File: config.mk
export PLATFORM = sky130hd
export DESIGN_NAME = run_length_encoder_cumulative_unit
export DESIGN_NICKNAME = d
export VERILOG_FILES = /design/src/hw/rtl/rlec_pkg.sv /design/src/hw/rtl/rlec_queue.sv /design/src/hw/rtl/rlec_front.sv /design/src/hw/rtl/rlec_back.sv /design/src/hw/rtl/run_length_encoder_cumulative_unit.sv
export SDC_FILE = /design/constraint.sdc
export NUM_CORES = 1
export LEC_CHECK = 0
export BUFFER_PORTS_ARGS = -buffer_cell sky130_fd_sc_hd__buf_2
export CELL_PAD_IN_SITES_DETAIL_PLACEMENT = 1
export CELL_PAD_IN_SITES_GLOBAL_PLACEMENT = 2
export CORE_AREA = 10 10 174 176
export CTS_CLUSTER_DIAMETER = 150
export CTS_CLUSTER_SIZE = 30
export DETAILED_ROUTE_END_ITERATION = 10
export DIE_AREA = 0 0 184 186
export PLACE_DENSITY = 0.89
export SYNTH_ARGS = -nofsm -noshare
export SYNTH_HDL_FRONTEND = slang
export SYNTH_SLANG_ARGS = --single-unit
File: constraint.sdc
create_clock -name clk_i -period 5.91 [get_ports clk_i]
set_input_delay 0.591 -clock clk_i [delete_from_list [all_inputs] [get_ports clk_i]]
set_output_delay 0.591 -clock clk_i [all_outputs]
set_load 0.01 [all_outputs]
File: src/hw/rtl/rlec_pkg.sv
// Shared types and constants for the cumulative run-length encoder.
// No dependencies; imported by every module of the block but rlec_queue.
`timescale 1ns / 1ps

package rlec_pkg;

  localparam int unsigned IndexWidthDef = 32;
  localparam int unsigned QueueDepthDef = 4;
  localparam logic [7:0]  MaxRunReset   = 8'd8;

  typedef struct packed {
    logic [7:0] symbol;
    logic       end_of_text;
  } rlec_in_t;

  typedef struct packed {
    logic [7:0]  run_symbol;
    logic [7:0]  run_length;
    logic [7:0]  cumulative_end;
    logic [31:0] run_index;
    logic        final_run;
  } rlec_out_t;

  // Runs that one input item closes: an ordinary closed run and/or the final run.
  typedef struct packed {
    logic       close_valid;
    logic [7:0] close_symbol;
    logic [7:0] close_length;
    logic       final_valid;
    logic [7:0] final_symbol;
    logic [7:0] final_length;
  } rlec_rec_t;

endpackage

File: src/hw/rtl/rlec_queue.sv
// Small flop-based FIFO between the front and back of the encoder.
// Depends on nothing but its type and depth parameters.
`timescale 1ns / 1ps

module rlec_queue #(
  parameter type         item_t = logic,
  parameter int unsigned DEPTH  = 4
) (
  input  logic  clk_i,
  input  logic  rst_ni,
  input  logic  wr_i,
  input  item_t wr_data_i,
  output logic  full_o,
  input  logic  rd_i,
  output item_t rd_data_o,
  output logic  empty_o
);

  localparam int unsigned AW = (DEPTH > 1) ? $clog2(DEPTH) : 1;
  localparam int unsigned CW = $clog2(DEPTH + 1);
  localparam logic [AW-1:0] LastPtr = AW'(DEPTH - 1);
  localparam logic [CW-1:0] FullCnt = CW'(DEPTH);

  item_t         mem_q [DEPTH];
  logic [AW-1:0] wr_ptr_q, wr_ptr_d, rd_ptr_q, rd_ptr_d;
  logic [CW-1:0] cnt_q, cnt_d;
  logic          do_wr, do_rd;

  assign full_o    = (cnt_q == FullCnt);
  assign empty_o   = (cnt_q == '0);
  assign rd_data_o = mem_q[rd_ptr_q];
  assign do_wr     = wr_i && !full_o;
  assign do_rd     = rd_i && !empty_o;

  always_comb begin
    wr_ptr_d = wr_ptr_q;
    rd_ptr_d = rd_ptr_q;
    cnt_d    = cnt_q;
    if (do_wr) begin
      wr_ptr_d = (wr_ptr_q == LastPtr) ? '0 : wr_ptr_q + AW'(1);
    end
    if (do_rd) begin
      rd_ptr_d = (rd_ptr_q == LastPtr) ? '0 : rd_ptr_q + AW'(1);
    end
    if (do_wr && !do_rd) begin
      cnt_d = cnt_q + CW'(1);
    end else if (do_rd && !do_wr) begin
      cnt_d = cnt_q - CW'(1);
    end
  end

  always_ff @(posedge clk_i or negedge rst_ni) begin
    if (!rst_ni) begin
      wr_ptr_q <= '0;
      rd_ptr_q <= '0;
      cnt_q    <= '0;
    end else begin
      wr_ptr_q <= wr_ptr_d;
      rd_ptr_q <= rd_ptr_d;
      cnt_q    <= cnt_d;
    end
  end

  always_ff @(posedge clk_i) begin
    if (do_wr) begin
      mem_q[wr_ptr_q] <= wr_data_i;
    end
  end

endmodule

File: src/hw/rtl/rlec_front.sv
// Front end: takes text bytes, tracks the open run, and queues closed runs.
// Depends on rlec_pkg.
`timescale 1ns / 1ps

module rlec_front (
  input  logic                clk_i,
  input  logic                rst_ni,
  input  logic                cfg_valid_i,
  input  logic [7:0]          cfg_data_i,
  input  logic                accept_i,
  input  rlec_pkg::rlec_in_t  item_i,
  output logic                rec_push_o,
  output rlec_pkg::rlec_rec_t rec_o
);
  import rlec_pkg::*;

  logic       cfg_we;
  logic [7:0] max_len_q;
  logic       run_open_q, run_open_d;
  logic [7:0] sym_q, sym_d, len_q, len_d;
  rlec_rec_t  rec;

  assign cfg_we = cfg_valid_i;

  always_comb begin
    rec        = '0;
    run_open_d = run_open_q;
    sym_d      = sym_q;
    len_d      = len_q;
    if (!run_open_q) begin
      run_open_d = 1'b1;
      sym_d      = item_i.symbol;
      len_d      = 8'd1;
    end else if (item_i.symbol == sym_q && len_q < max_len_q) begin
      len_d = len_q + 8'd1;
    end else begin
      rec.close_valid  = 1'b1;
      rec.close_symbol = sym_q;
      rec.close_length = len_q;
      sym_d            = item_i.symbol;
      len_d            = 8'd1;
    end
    if (item_i.end_of_text) begin
      rec.final_valid  = 1'b1;
      rec.final_symbol = sym_d;
      rec.final_length = len_d;
      run_open_d       = 1'b0;
      sym_d            = '0;
      len_d            = '0;
    end
  end

  assign rec_o      = rec;
  assign rec_push_o = accept_i && (rec.close_valid || rec.final_valid);

  always_ff @(posedge clk_i or negedge rst_ni) begin
    if (!rst_ni) begin
      max_len_q  <= MaxRunReset;
      run_open_q <= 1'b0;
      sym_q      <= '0;
      len_q      <= '0;
    end else begin
      if (cfg_we) begin
        max_len_q <= cfg_data_i;
      end
      if (accept_i) begin
        run_open_q <= run_open_d;
        sym_q      <= sym_d;
        len_q      <= len_d;
      end
    end
  end

endmodule

File: src/hw/rtl/rlec_back.sv
// Back end: expands queued runs into results with running end and index.
// Depends on rlec_pkg.
`timescale 1ns / 1ps

module rlec_back #(
  parameter int unsigned INDEX_WIDTH = rlec_pkg::IndexWidthDef
) (
  input  logic                clk_i,
  input  logic                rst_ni,
  input  rlec_pkg::rlec_rec_t rec_i,
  input  logic                rec_empty_i,
  output logic                rec_pop_o,
  output logic                empty_o,
  input  logic                pop_i,
  output rlec_pkg::rlec_out_t result_o
);
  import rlec_pkg::*;

  logic                   out_valid_q;
  rlec_out_t              out_q;
  logic                   second_q;
  logic [7:0]             total_q;
  logic [INDEX_WIDTH-1:0] count_q;
  logic [INDEX_WIDTH+31:0] count_ext;
  logic                   load, do_close;
  logic [7:0]             sel_sym, sel_len, sum;

  assign empty_o   = !out_valid_q;
  assign result_o  = out_q;
  assign load      = (!out_valid_q || pop_i) && !rec_empty_i;
  assign do_close  = rec_i.close_valid && !second_q;
  assign sel_sym   = do_close ? rec_i.close_symbol : rec_i.final_symbol;
  assign sel_len   = do_close ? rec_i.close_length : rec_i.final_length;
  assign sum       = total_q + sel_len;
  assign count_ext = {32'd0, count_q};
  assign rec_pop_o = load && !(do_close && rec_i.final_valid);

  always_ff @(posedge clk_i or negedge rst_ni) begin
    if (!rst_ni) begin
      out_valid_q <= 1'b0;
      second_q    <= 1'b0;
      total_q     <= '0;
      count_q     <= '0;
    end else begin
      if (load) begin
        out_valid_q <= 1'b1;
        if (do_close) begin
          total_q  <= sum;
          second_q <= rec_i.final_valid;
          if (count_q != '1) begin
            count_q <= count_q + INDEX_WIDTH'(1);
          end
        end else begin
          total_q  <= '0;
          count_q  <= '0;
          second_q <= 1'b0;
        end
      end else if (pop_i) begin
        out_valid_q <= 1'b0;
      end
    end
  end

  always_ff @(posedge clk_i) begin
    if (load) begin
      out_q.run_symbol     <= sel_sym;
      out_q.run_length     <= sel_len;
      out_q.cumulative_end <= sum;
      out_q.run_index      <= count_ext[31:0];
      out_q.final_run      <= !do_close;
    end
  end

endmodule

File: src/hw/rtl/run_length_encoder_cumulative_unit.sv
// Top level of the cumulative run-length encoder: front, run queue, back.
// Depends on rlec_pkg, rlec_front, rlec_queue, rlec_back.
//
//   channel  | direction | handshake             | payload
//   ---------+-----------+-----------------------+-------------------------
//   input    | in        | push / full           | item_i   (rlec_in_t)
//   result   | out       | pop / empty           | result_o (rlec_out_t)
//   config   | in        | cfg_valid_i / cfg_ready_o | cfg_data_i (max run length)
//
// One byte is accepted per cycle unless the run queue is full; a byte that
// closes a run or ends the text writes its record to the run queue as it is
// accepted. Results leave the back end's output register one per cycle while
// pop is held; a byte that closes a run and ends the text yields two results.
// Reset is asynchronous; afterwards max run length is 8 and no run is open.
// full follows the run queue only; a stalled result side fills it first.
`timescale 1ns / 1ps

module run_length_encoder_cumulative_unit #(
  parameter int unsigned INDEX_WIDTH = rlec_pkg::IndexWidthDef,
  parameter int unsigned QUEUE_DEPTH = rlec_pkg::QueueDepthDef
) (
  input  logic                clk_i,
  input  logic                rst_ni,
  input  logic                push,
  output logic                full,
  input  rlec_pkg::rlec_in_t  item_i,
  output logic                empty,
  input  logic                pop,
  output rlec_pkg::rlec_out_t result_o,
  input  logic                cfg_valid_i,
  output logic                cfg_ready_o,
  input  logic [7:0]          cfg_data_i
);
  import rlec_pkg::*;

  logic      accept, rec_push, rec_pop, rec_full, rec_empty;
  rlec_rec_t rec_wr, rec_rd;

  assign cfg_ready_o = 1'b1;
  assign full        = rec_full;
  assign accept      = push && !rec_full;

  rlec_front u_front (
    .clk_i       (clk_i),
    .rst_ni      (rst_ni),
    .cfg_valid_i (cfg_valid_i),
    .cfg_data_i  (cfg_data_i),
    .accept_i    (accept),
    .item_i      (item_i),
    .rec_push_o  (rec_push),
    .rec_o       (rec_wr)
  );

  rlec_queue #(
    .item_t (rlec_rec_t),
    .DEPTH  (QUEUE_DEPTH)
  ) u_queue (
    .clk_i     (clk_i),
    .rst_ni    (rst_ni),
    .wr_i      (rec_push),
    .wr_data_i (rec_wr),
    .full_o    (rec_full),
    .rd_i      (rec_pop),
    .rd_data_o (rec_rd),
    .empty_o   (rec_empty)
  );

  rlec_back #(
    .INDEX_WIDTH (INDEX_WIDTH)
  ) u_back (
    .clk_i       (clk_i),
    .rst_ni      (rst_ni),
    .rec_i       (rec_rd),
    .rec_empty_i (rec_empty),
    .rec_pop_o   (rec_pop),
    .empty_o     (empty),
    .pop_i       (pop),
    .result_o    (result_o)
  );

endmodule

* Word level (Yosys, flattened, before mapping)
Memory sizes are Yosys's and may differ from the RTL's.
Index checks and enable logic that the tools add are counted.
Widths: inputs -> output; s select.
** Word-level totals
- Flip-flop bits (word level) :: 131
- Bits in writable memories :: 136
- Input bits :: 22
- Word-level logic and storage cells :: 80
- Memories kept :: 1
** Operators by class
- Add/subtract/negate cells :: 7
- Order comparisons :: 1
- Equality and inequality tests :: 6
- Multiplexer cells :: 24
- Reduce and logical (&&, ||, !) cells :: 25
** Memory list
- u_queue.mem_q :: words 4, width 34, read ports 1, clocked after memory_dff 0, write ports 1, RTL line rlec_queue.sv:24 : item_t mem_q [DEPTH];
** Operator list (count)
- $mux 8 :: 9
- $mux 32 :: 2
- $mux 17 :: 3
- $add 32x1->32 const B :: 1
- $ne 32x32->1 const B :: 1
- $logic_and 1x1->1 :: 11
- $add 8x1->8 const B :: 1
- $add 8x8->8 :: 1
- $eq 8x8->1 :: 1
- $logic_not 1->1 :: 8
- $lt 8x8->1 :: 1
- $mux 1 :: 6
- $mux 3 :: 2
- $add 2x1->2 const B :: 2
- $eq 2x2->1 const B :: 2
- $mux 2 :: 2
- $reduce_bool 2->1 :: 2
- $add 3x1->3 const B :: 1
- $eq 3x3->1 const B :: 1
- $logic_not 3->1 :: 1
- $sub 3x1->3 const B :: 1
- $logic_or 1x1->1 :: 2
- $ne 2x2->1 const B :: 1
- $reduce_and 2->1 :: 1

* Depth between registers and ports, before layout
Gate-level depths: netlist of the first run.
- Word-level depth :: 12
- Depth in mapped cells :: 15

* Modules after synthesis
A second synthesis of the first run with hierarchy kept.
** Unflattened totals
- Cells, all modules :: 845
- Area, all modules :: 11767.5 um^2
** Modules (own cells, without submodules)
- rlec_queue :: instances 1, cells each 215, area each 5346.4 um^2, sequential area each 4259.1 um^2
- rlec_back :: instances 1, cells each 423, area each 4657.0 um^2, sequential area each 2762.6 um^2
- rlec_front :: instances 1, cells each 204, area each 1739.2 um^2, sequential area each 626.9 um^2
- run_length_encoder_cumulative_unit :: instances 1, cells each 3, area each 25.0 um^2, sequential area each 0.0 um^2

* Worst setup path before layout of the first run
OpenSTA, ideal clock, no wires.
- Kind :: input to register
- From :: input port pop
- To :: register u_queue.cnt_q[1]
- Arrival time :: 4.354 ns
- Data required time :: 5.785 ns
- Setup slack :: 1.432 ns
- Cell stages on the path :: 9
- Buffers on the path :: 1
- Path through :: nor2b_1 > or2_2 > inv_1 > clkbuf_1 > nand2_1 > ha_1 > inv_1 > fa_1 > mux2_2
** Between the ends
- Word-level cells in the longest chain between the ends :: 7
** RTL lines
- start, declared :: RTL line run_length_encoder_cumulative_unit.sv:28 : input logic pop,
- $logic_or 1x1->1 :: RTL line rlec_back.sv:30 : assign load = (!out_valid_q || pop_i) && !rec_empty_i;
- $logic_and 1x1->1 :: RTL line rlec_back.sv:30
- named net u_back.load :: RTL line rlec_back.sv:25 : logic load, do_close;
- $logic_and 1x1->1 :: RTL line rlec_back.sv:36 : assign rec_pop_o = load && !(do_close && rec_i.final_valid);
- $logic_and 1x1->1 :: RTL line rlec_queue.sv:33 : assign do_rd = rd_i && !empty_o;
- $logic_not 1->1 :: RTL line rlec_queue.sv:45 : if (do_wr && !do_rd) begin
- $logic_and 1x1->1 :: RTL line rlec_queue.sv:45
- $mux 3 :: RTL line rlec_queue.sv:45
- named net u_queue.cnt_d[1] :: RTL line rlec_queue.sv:26 : logic [CW-1:0] cnt_q, cnt_d;
- end signal, assigned :: RTL line rlec_queue.sv:60 : cnt_q <= cnt_d;
- end, declared :: RTL line rlec_queue.sv:26
The timed path passes the listed nets, and every way through them passes these cells.
A chain may end at the register's enable or synchronous reset.

* Final worst setup path of the first run
- From :: register u_front.len_q[7]
- To :: register u_queue.cnt_q[2]
** Between the ends
- Word-level cells in the longest chain between the ends :: 10
** RTL lines
- start, declared :: RTL line rlec_front.sv:20 : logic [7:0] sym_q, sym_d, len_q, len_d;
- start signal, assigned :: RTL line rlec_front.sv:69 : len_q <= len_d;
- $lt 8x8->1 * :: RTL line rlec_front.sv:34 : end else if (item_i.symbol == sym_q && len_q < max_len_q) begin
- $logic_and 1x1->1 * :: RTL line rlec_front.sv:34
- $mux 17 * :: RTL line rlec_front.sv:34
- $mux 17 * :: RTL line rlec_front.sv:30 : if (!run_open_q) begin
- $logic_or 1x1->1 * :: RTL line rlec_front.sv:54 : assign rec_push_o = accept_i && (rec.close_valid || rec.final_valid);
- $logic_and 1x1->1 * :: RTL line rlec_front.sv:54
- $logic_and 1x1->1 * :: RTL line rlec_queue.sv:32 : assign do_wr = wr_i && !full_o;
- named net u_queue.do_wr :: RTL line rlec_queue.sv:27 : logic do_wr, do_rd;
- $logic_not 1->1 :: RTL line rlec_queue.sv:47 : end else if (do_rd && !do_wr) begin
- $logic_and 1x1->1 :: RTL line rlec_queue.sv:47
- $reduce_bool 2->1 (no line)
Mark *: on every way through the listed nets, which the timed path passes. The rest lies on a longest branch.

==> results of run 1 <==
[layout make-up]
| class | count | area, µm² |
|---|---|---|
| fill | 2710 | 14000 |
| sequential | 267 | 7650 |
| multi-input combinational | 464 | 3700 |
| timing repair buffer | 92 | 495 |
| tap | 341 | 427 |
| clock buffer | 19 | 348 |
| inverter | 23 | 86.3 |
| clock inverter | 1 | 5.00 |
[report_power, final]
part	total (mW)	internal, mW	switching (mW)
clock	0.970	0.415	0.555
combinational	1.73	0.693	1.04
sequential	2.65	2.50	0.155
total	5.35	3.60	1.75
[cells in the mapped netlist, drive strengths merged (6+ instances only)]
cell type	n
nor2	22
or3	8
dfrtp	73
o211ai	11
clkbuf	21
edfxtp	193
nand2	70
nor4	7
o21ai	35
ha	22
a21oi	24
or4	10
inv	22
nand4	13
xnor2	6
o31ai	17
nor3	6
nand3	32
buf	15
and3	13
mux2	19
and2	28
and4	8
mux4	34
xor2	16
[worst max-delay path, cell delays in order (launching register included)]
cell	delay, ns
dfrtp_1	0.47
ha_1	0.34
nand2_1	0.09
or3_1	0.40
o22a_1	0.33
a21boi_1	0.71
buf_4	0.30
o21a_1	0.12
ha_1	0.17
inv_1	0.07
fa_1	0.39
xor2_1	0.17
nor2_1	0.11
xor2_1	0.15
[worst paths after layout]
check / to / startpoint / slack [ns] / depth (start not counted)
worst min-delay path: u_back.out_valid_q$_DFFE_PN0P_ / pop / 0.30 / 2
min in group asynchronous: u_back.count_q[16]$_DFFE_PN0P_ / rst_ni / 0.54 / 2
worst max register to register: u_queue.cnt_q[2]$_DFFE_PN0P_ / u_front.len_q[7]$_DFFE_PN0P_ / 2.02 / 13
worst max-delay path: u_queue.cnt_q[2]$_DFFE_PN0P_ / u_front.len_q[7]$_DFFE_PN0P_ / 2.02 / 13
worst min register to register: u_queue.cnt_q[2]$_DFFE_PN0P_ / u_queue.cnt_q[2]$_DFFE_PN0P_ / 0.50 / 1
max in group asynchronous: u_queue.rd_ptr_q[0]$_DFFE_PN0P_ / rst_ni / 4.33 / 3
[routing by layer]
layer  global-route usage  part of all wire  vias to the layer above
li1                     -                 -                     3187
met1                0.207              0.44                     3654
met2                0.268              0.50                      131
met3               0.0244             0.042                       28
met4               0.0341             0.016                        0
met5                    0                 0                        -
[state kept, by name (all words and copies together) (netlist names)]
name	flops
u_queue.cnt_q	3
u_back.result_o	57
u_front.run_open_q	1
u_back.count_q	32
u_queue.wr_ptr_q	2
u_back.out_valid_q	1
u_front.len_q	8
u_back.second_q	1
u_front.sym_q	8
u_front.max_len_q	8
u_queue.mem_q	136
u_back.total_q	8
u_queue.rd_ptr_q	2
[kinds of logic after synthesis]
family	count (synthesis)	share of synthesized area
adder cells (fa/ha/maj)	24	0.0271
AND/OR/NAND/NOR	230	0.105
multiplexers	53	0.0882
flip-flops	267	0.658
AO/OA/AOI/OAI	133	0.0793
other	1	0.000323
XOR/XNOR	23	0.0185
buffers and inverters	59	0.0236
[what timing repair did]
action,CTS,global route
hold endpoints to repair,1,0
hold buffers,1,0
buffers inserted,0,0
[metrics by stage]
| stage | utilization | hold WS, ns | area [µm²] |
|---|---|---|---|
| floorplan | - | 0.295 | 11600 |
| global placement | 0.462 | 0.454 | 12300 |
| detailed placement | 0.462 | 0.473 | 12300 |
| CTS | 0.476 | 0.290 | 12700 |
| global route | 0.476 | 0.289 | 12700 |
| finish | 0.476 | 0.300 | 12700 |
==> impl_metrics.py, run 1 <==
metrics = {
    "logic_synthesis": {
        "synth_area_leaders": "edfxtp_1, dfrtp_1, mux4_2",
        "synth_top_area_cell": "edfxtp_1",
        "avgSynthCellArea_um2": 14.7,
        "yosys_register_bits": 267,
        "synthArstFlopShare": 0.277,
        "synth_fp_nets": 836,
        "synth_top_area_share": 0.499,
        "synth_warnings": 0,
        "synth_cell_types": 71,
        "synth_edf_count": 193,
        "ys_seq_area_frac": 0.658,
        "synth_ff_type": "edfxtp_1",
        "syn_inst": 790,
        "netlist_area_mm2": 0.0116,
    },
    "power_and_ir_drop": {
        "p_per_area_mw_per_mm2": 421,
        "total_power_mw": 5.35,
        "vdd.ir_drop.worst_v": 0.000190,
        "total_leakage_power_nw": 4.87,
    },
    "drt": {
        "drc": 0,
        "drt_iter0_markers": 660,
        "drtPass1Iterations": 4,
        "antenna_left": 0,
        "routed_via_density": 5.80,
        "wl_mm": 26.7,
        "num_vias": 7000,
        "post_drt_wl_per_cell_um": 22.1,
    },
    "timing": {
        "fin_ws_ns": 2.02,
        "fmax_ghz": 0.257,
        "slew_headroom": 0.227,
        "finClkSkew_ns": 0.0155,
        "fin_crit_sh": 0.658,
        "period_needed_ns": 3.89,
        "drv_slew": 0,
        "finalSetupTns_ns": 0,
        "worst_slew_pin_slew_ns": 1.16,
        "finalSetupViolCount": 0,
        "finalHoldViolations": 0,
        "rsz0062_at_grt": "false",
    },
    "cts": {
        "cts_root_buf": "clkbuf_16",
        "clk_pin_slew_ns": 0.11,
        "htreeDepth": 1,
        "clock_path_buffers": 3,
        "cts-resized-gates": 0,
        "cts_tree": "done",
        "numCtsBuffers": 12,
        "clock-sinks": 267,
        "clk_latency_ns": 0.49,
    },
    "worst_setup_path": {
        "critPathKind": "flip-flop to flip-flop",
        "critPathLaunchType": "flip-flop",
        "arrival_ns": 4.30,
        "crit_path_end_kind": "flip-flop",
        "worstPathRequired_ns": 6.33,
        "cp_max_fo": 14,
    },
    "job": {
        "cap_violations": 0,
    },
    "place": {
        "place_ws_ns": 2.00,
        "place_congestion": 0.773,
        "dp.cells": 1186,
        "numPortBuffers": 80,
        "dp_hpwl_mm": 18.4,
    },
    "final_layout": {
        "final_common_cell": "edfxtp_1",
        "nets": 906,
        "final_cells": 1207,
        "drive_gt1_frac": 0.186,
        "num_antenna_cells": 0,
        "most-common-layout-cells": "edfxtp_1, buf_2, dfrtp_1",
        "area_growth_syn_to_layout_pct": 9.36,
    },
    "floorplanning": {
        "fp.coreArea_mm2": 0.0267,
        "fp.dieArea_mm2": 0.0342,
        "die_width_um": 184,
        "rows": 60,
        "die_h_um": 186,
        "pin_count": 82,
        "initial_utilization": 0.435,
    },
    "grt": {
        "antenna_found_initial": 0,
        "first_global_vias": 7536,
        "grt_max_degree": 51,
        "grt.overflow.total": 0,
        "grt_pass1_wl_mm": 42.9,
        "grtUsageTotal": 0.157,
    },
    "run_status": {
        "outcome": "finished clean",
    },
    "min_path": {
        "hold_class": "primary input to flip-flop",
    },
}
No activity file was read; power rests on OpenSTA's default activity.
==> run 2: changes to the inputs <==
Settings changed: CORE_AREA 10 10 174 176 to 10 10 184 186, DIE_AREA 0 0 184 186 to 0 0 194 196, PLACE_DENSITY 0.89 to 0.84.
Clock period 5.91 ns to 3.5 ns, I/O delays scaled along.
==> run 2 against run 1 <==
Fmax rose by 14%; critical endpoint is now u_back.total_q[7]$_DFFE_PN0P_; via count rose by 0.71%; flip-flop and latch count did not move; clock power rose by 67%; utilization fell by 4.5 points; clock skew rose by 0.016 ns; sequential share of layout area fell by 1.5 points; total power rose by 73%; critical path type unchanged; die area rose by 11%; clock-buffer cell count fell by 1; global-route usage fell by 2.0 points.
==> impl_metrics.py, run 2 (synthesis results as in run 1) <==
metrics = {
    "power_and_ir_drop": {
        "combPwrFrac": 0.344,
        "p_per_area_mw_per_mm2": 710,
        "total_leakage_power_nw": 5.01,
        "p_switching_mw": 3.04,
        "clock_power_share": 0.175,
        "total_power_mw": 9.27,
        "internal_power_mw": 6.22,
        "vdd.ir_drop.worst_v": 0.000355,
        "p_seq_frac": 0.481,
        "swShare": 0.329,
    },
    "run_status": {
        "outcome": "finished clean",
    },
    "cts": {
        "clk_pin_slew_ns": 0.12,
        "clk_latency_ns": 0.50,
        "clock-sinks": 267,
        "cts_root_buf": "clkbuf_16",
        "clock_path_buffers": 3,
        "numCtsBuffers": 12,
        "htreeDepth": 1,
        "cts_tree": "done",
    },
    "timing": {
        "fin_crit_sh": 0.970,
        "drv_slew": 0,
        "slew_headroom": 0.387,
        "worst_slew_pin_slew_ns": 0.918,
        "finClkSkew_ns": 0.0310,
        "fmax_ghz": 0.294,
        "finalSetupViolCount": 0,
        "period_needed_ns": 3.40,
        "fin_ws_ns": 0.103,
        "finalHoldViolations": 0,
    },
    "floorplanning": {
        "fp.coreArea_mm2": 0.0303,
        "initial_utilization": 0.384,
        "rows": 64,
        "pin_count": 82,
        "fp.dieArea_mm2": 0.0380,
        "die_h_um": 196,
        "die_width_um": 194,
    },
    "worst_setup_path": {
        "cp_max_fo": 8,
        "critPathLaunchType": "flip-flop",
        "critPathKind": "flip-flop to flip-flop",
        "arrival_ns": 3.80,
        "crit_path_end_kind": "flip-flop",
        "worstPathRequired_ns": 3.90,
    },
    "grt": {
        "antenna_found_initial": 0,
        "grt_max_degree": 61,
        "grtUsageTotal": 0.137,
        "grt.overflow.total": 0,
        "grt_pass1_wl_mm": 42.8,
        "first_global_vias": 7560,
    },
    "min_path": {
        "hold_class": "primary input to flip-flop",
    },
    "drt": {
        "num_vias": 7050,
        "drtPass1Iterations": 5,
        "drc": 0,
        "wl_mm": 26.9,
        "post_drt_wl_per_cell_um": 20.8,
        "routed_via_density": 5.47,
        "drt_iter0_markers": 451,
        "antenna_left": 0,
    },
    "place": {
        "numPortBuffers": 80,
        "placed_area_mm2": 0.0126,
        "place_ws_ns": 0.0454,
        "place_congestion": 0.765,
        "dp_hpwl_mm": 18.0,
    },
    "job": {
        "cap_violations": 0,
    },
    "final_layout": {
        "drive_gt1_frac": 0.218,
        "nets": 934,
        "largest_reg_flops": 136,
        "fin_util": 0.431,
        "regMostFlops": "u_queue.mem_q",
        "most-common-layout-cells": "edfxtp_1, buf_2, dfrtp_1",
        "final_cell_area_mm2": 0.0130,
        "final_common_cell": "edfxtp_1",
        "area_growth_syn_to_layout_pct": 12.2,
        "num_antenna_cells": 0,
    },
}
[run 2: cell types whose count changed in the layout (fill, tap and decap cells not counted), sizes merged]
cell	before	now
clkbuf	19	18
buf	91	118
clkinv	2	3
and2	28	29
[run 2: worst paths after layout]
path | startpoint | to | slack [ns] | cells past startpoint
worst max register to register | u_queue.rd_ptr_q[0]$_DFFE_PN0P_ | u_back.total_q[7]$_DFFE_PN0P_ | 0.10 | 10
worst min-delay path | cfg_data_i[2] | u_front.max_len_q[2]$_DFFE_PN0P_ | 0.04 | 3
worst min register to register | u_back.total_q[0]$_DFFE_PN0P_ | u_back.total_q[0]$_DFFE_PN0P_ | 0.51 | 2
max in group asynchronous | rst_ni | u_back.total_q[4]$_DFFE_PN0P_ | 2.29 | 3
min in group asynchronous | rst_ni | u_back.count_q[15]$_DFFE_PN0P_ | 0.47 | 2
worst max-delay path | u_queue.rd_ptr_q[0]$_DFFE_PN0P_ | u_back.total_q[7]$_DFFE_PN0P_ | 0.10 | 10
[run 2: worst max-delay path, stage by stage (launching register included)]
cell and delay [ns]:
dfrtp_2 0.41, mux4_2 0.56, and2_2 0.30, mux4_1 0.24
mux2_2 0.31, ha_1 0.39, nand3_1 0.15, o2111ai_2 0.32
nand2_2 0.11, xor2_1 0.16, a311o_1 0.36
[run 2: through the flow]
step	setup TNS, ns	std cells	hold WS [ns]
2_1_floorplan	0	790	0.0544
3_3_place_gp	0	1264	0.471
3_5_place_dp	0	1264	0.468
4_1_cts	0	1285	0.0286
5_1_grt	-0.0322	1290	0.0350
6_report	0	1290	0.0433
[run 2: layer usage]
layer  track usage  vias to the layer above  part of all wire
li1              -                     3248                 -
met1         0.182                     3640              0.45
met2         0.236                      139              0.50
met3        0.0196                       23             0.037
met4        0.0265                        0             0.013
met5             0                        -                 0
[run 2: layout make-up]
cell class | count | area (µm²)
flip-flops and latches | 267 | 7650
clock inverters | 2 | 21.3
repair buffers | 119 | 711
multi-input cells | 465 | 3760
inverters | 23 | 86.3
well taps | 396 | 495
clock buffers | 18 | 323
fillers | 3097 | 17200
[run 2: repair_timing]
item	in CTS	in global routing
setup buffers	0	4
endpoints found under the hold margin	50	0
gates resized for setup	0	7
hold buffers	1	0
endpoints found under the setup margin	0	1
[run 2: power by group through the flow]
stage / logic, mW / registers (mW) / clock network, mW
finish: 3.19 / 4.46 / 1.62
global route: 3.52 / 4.52 / 1.78
CTS: 3.15 / 4.47 / 1.66
detailed placement: 3.13 / 4.54 / 0
global placement: 3.02 / 4.49 / 0
floorplan: 1.93 / 4.59 / 0
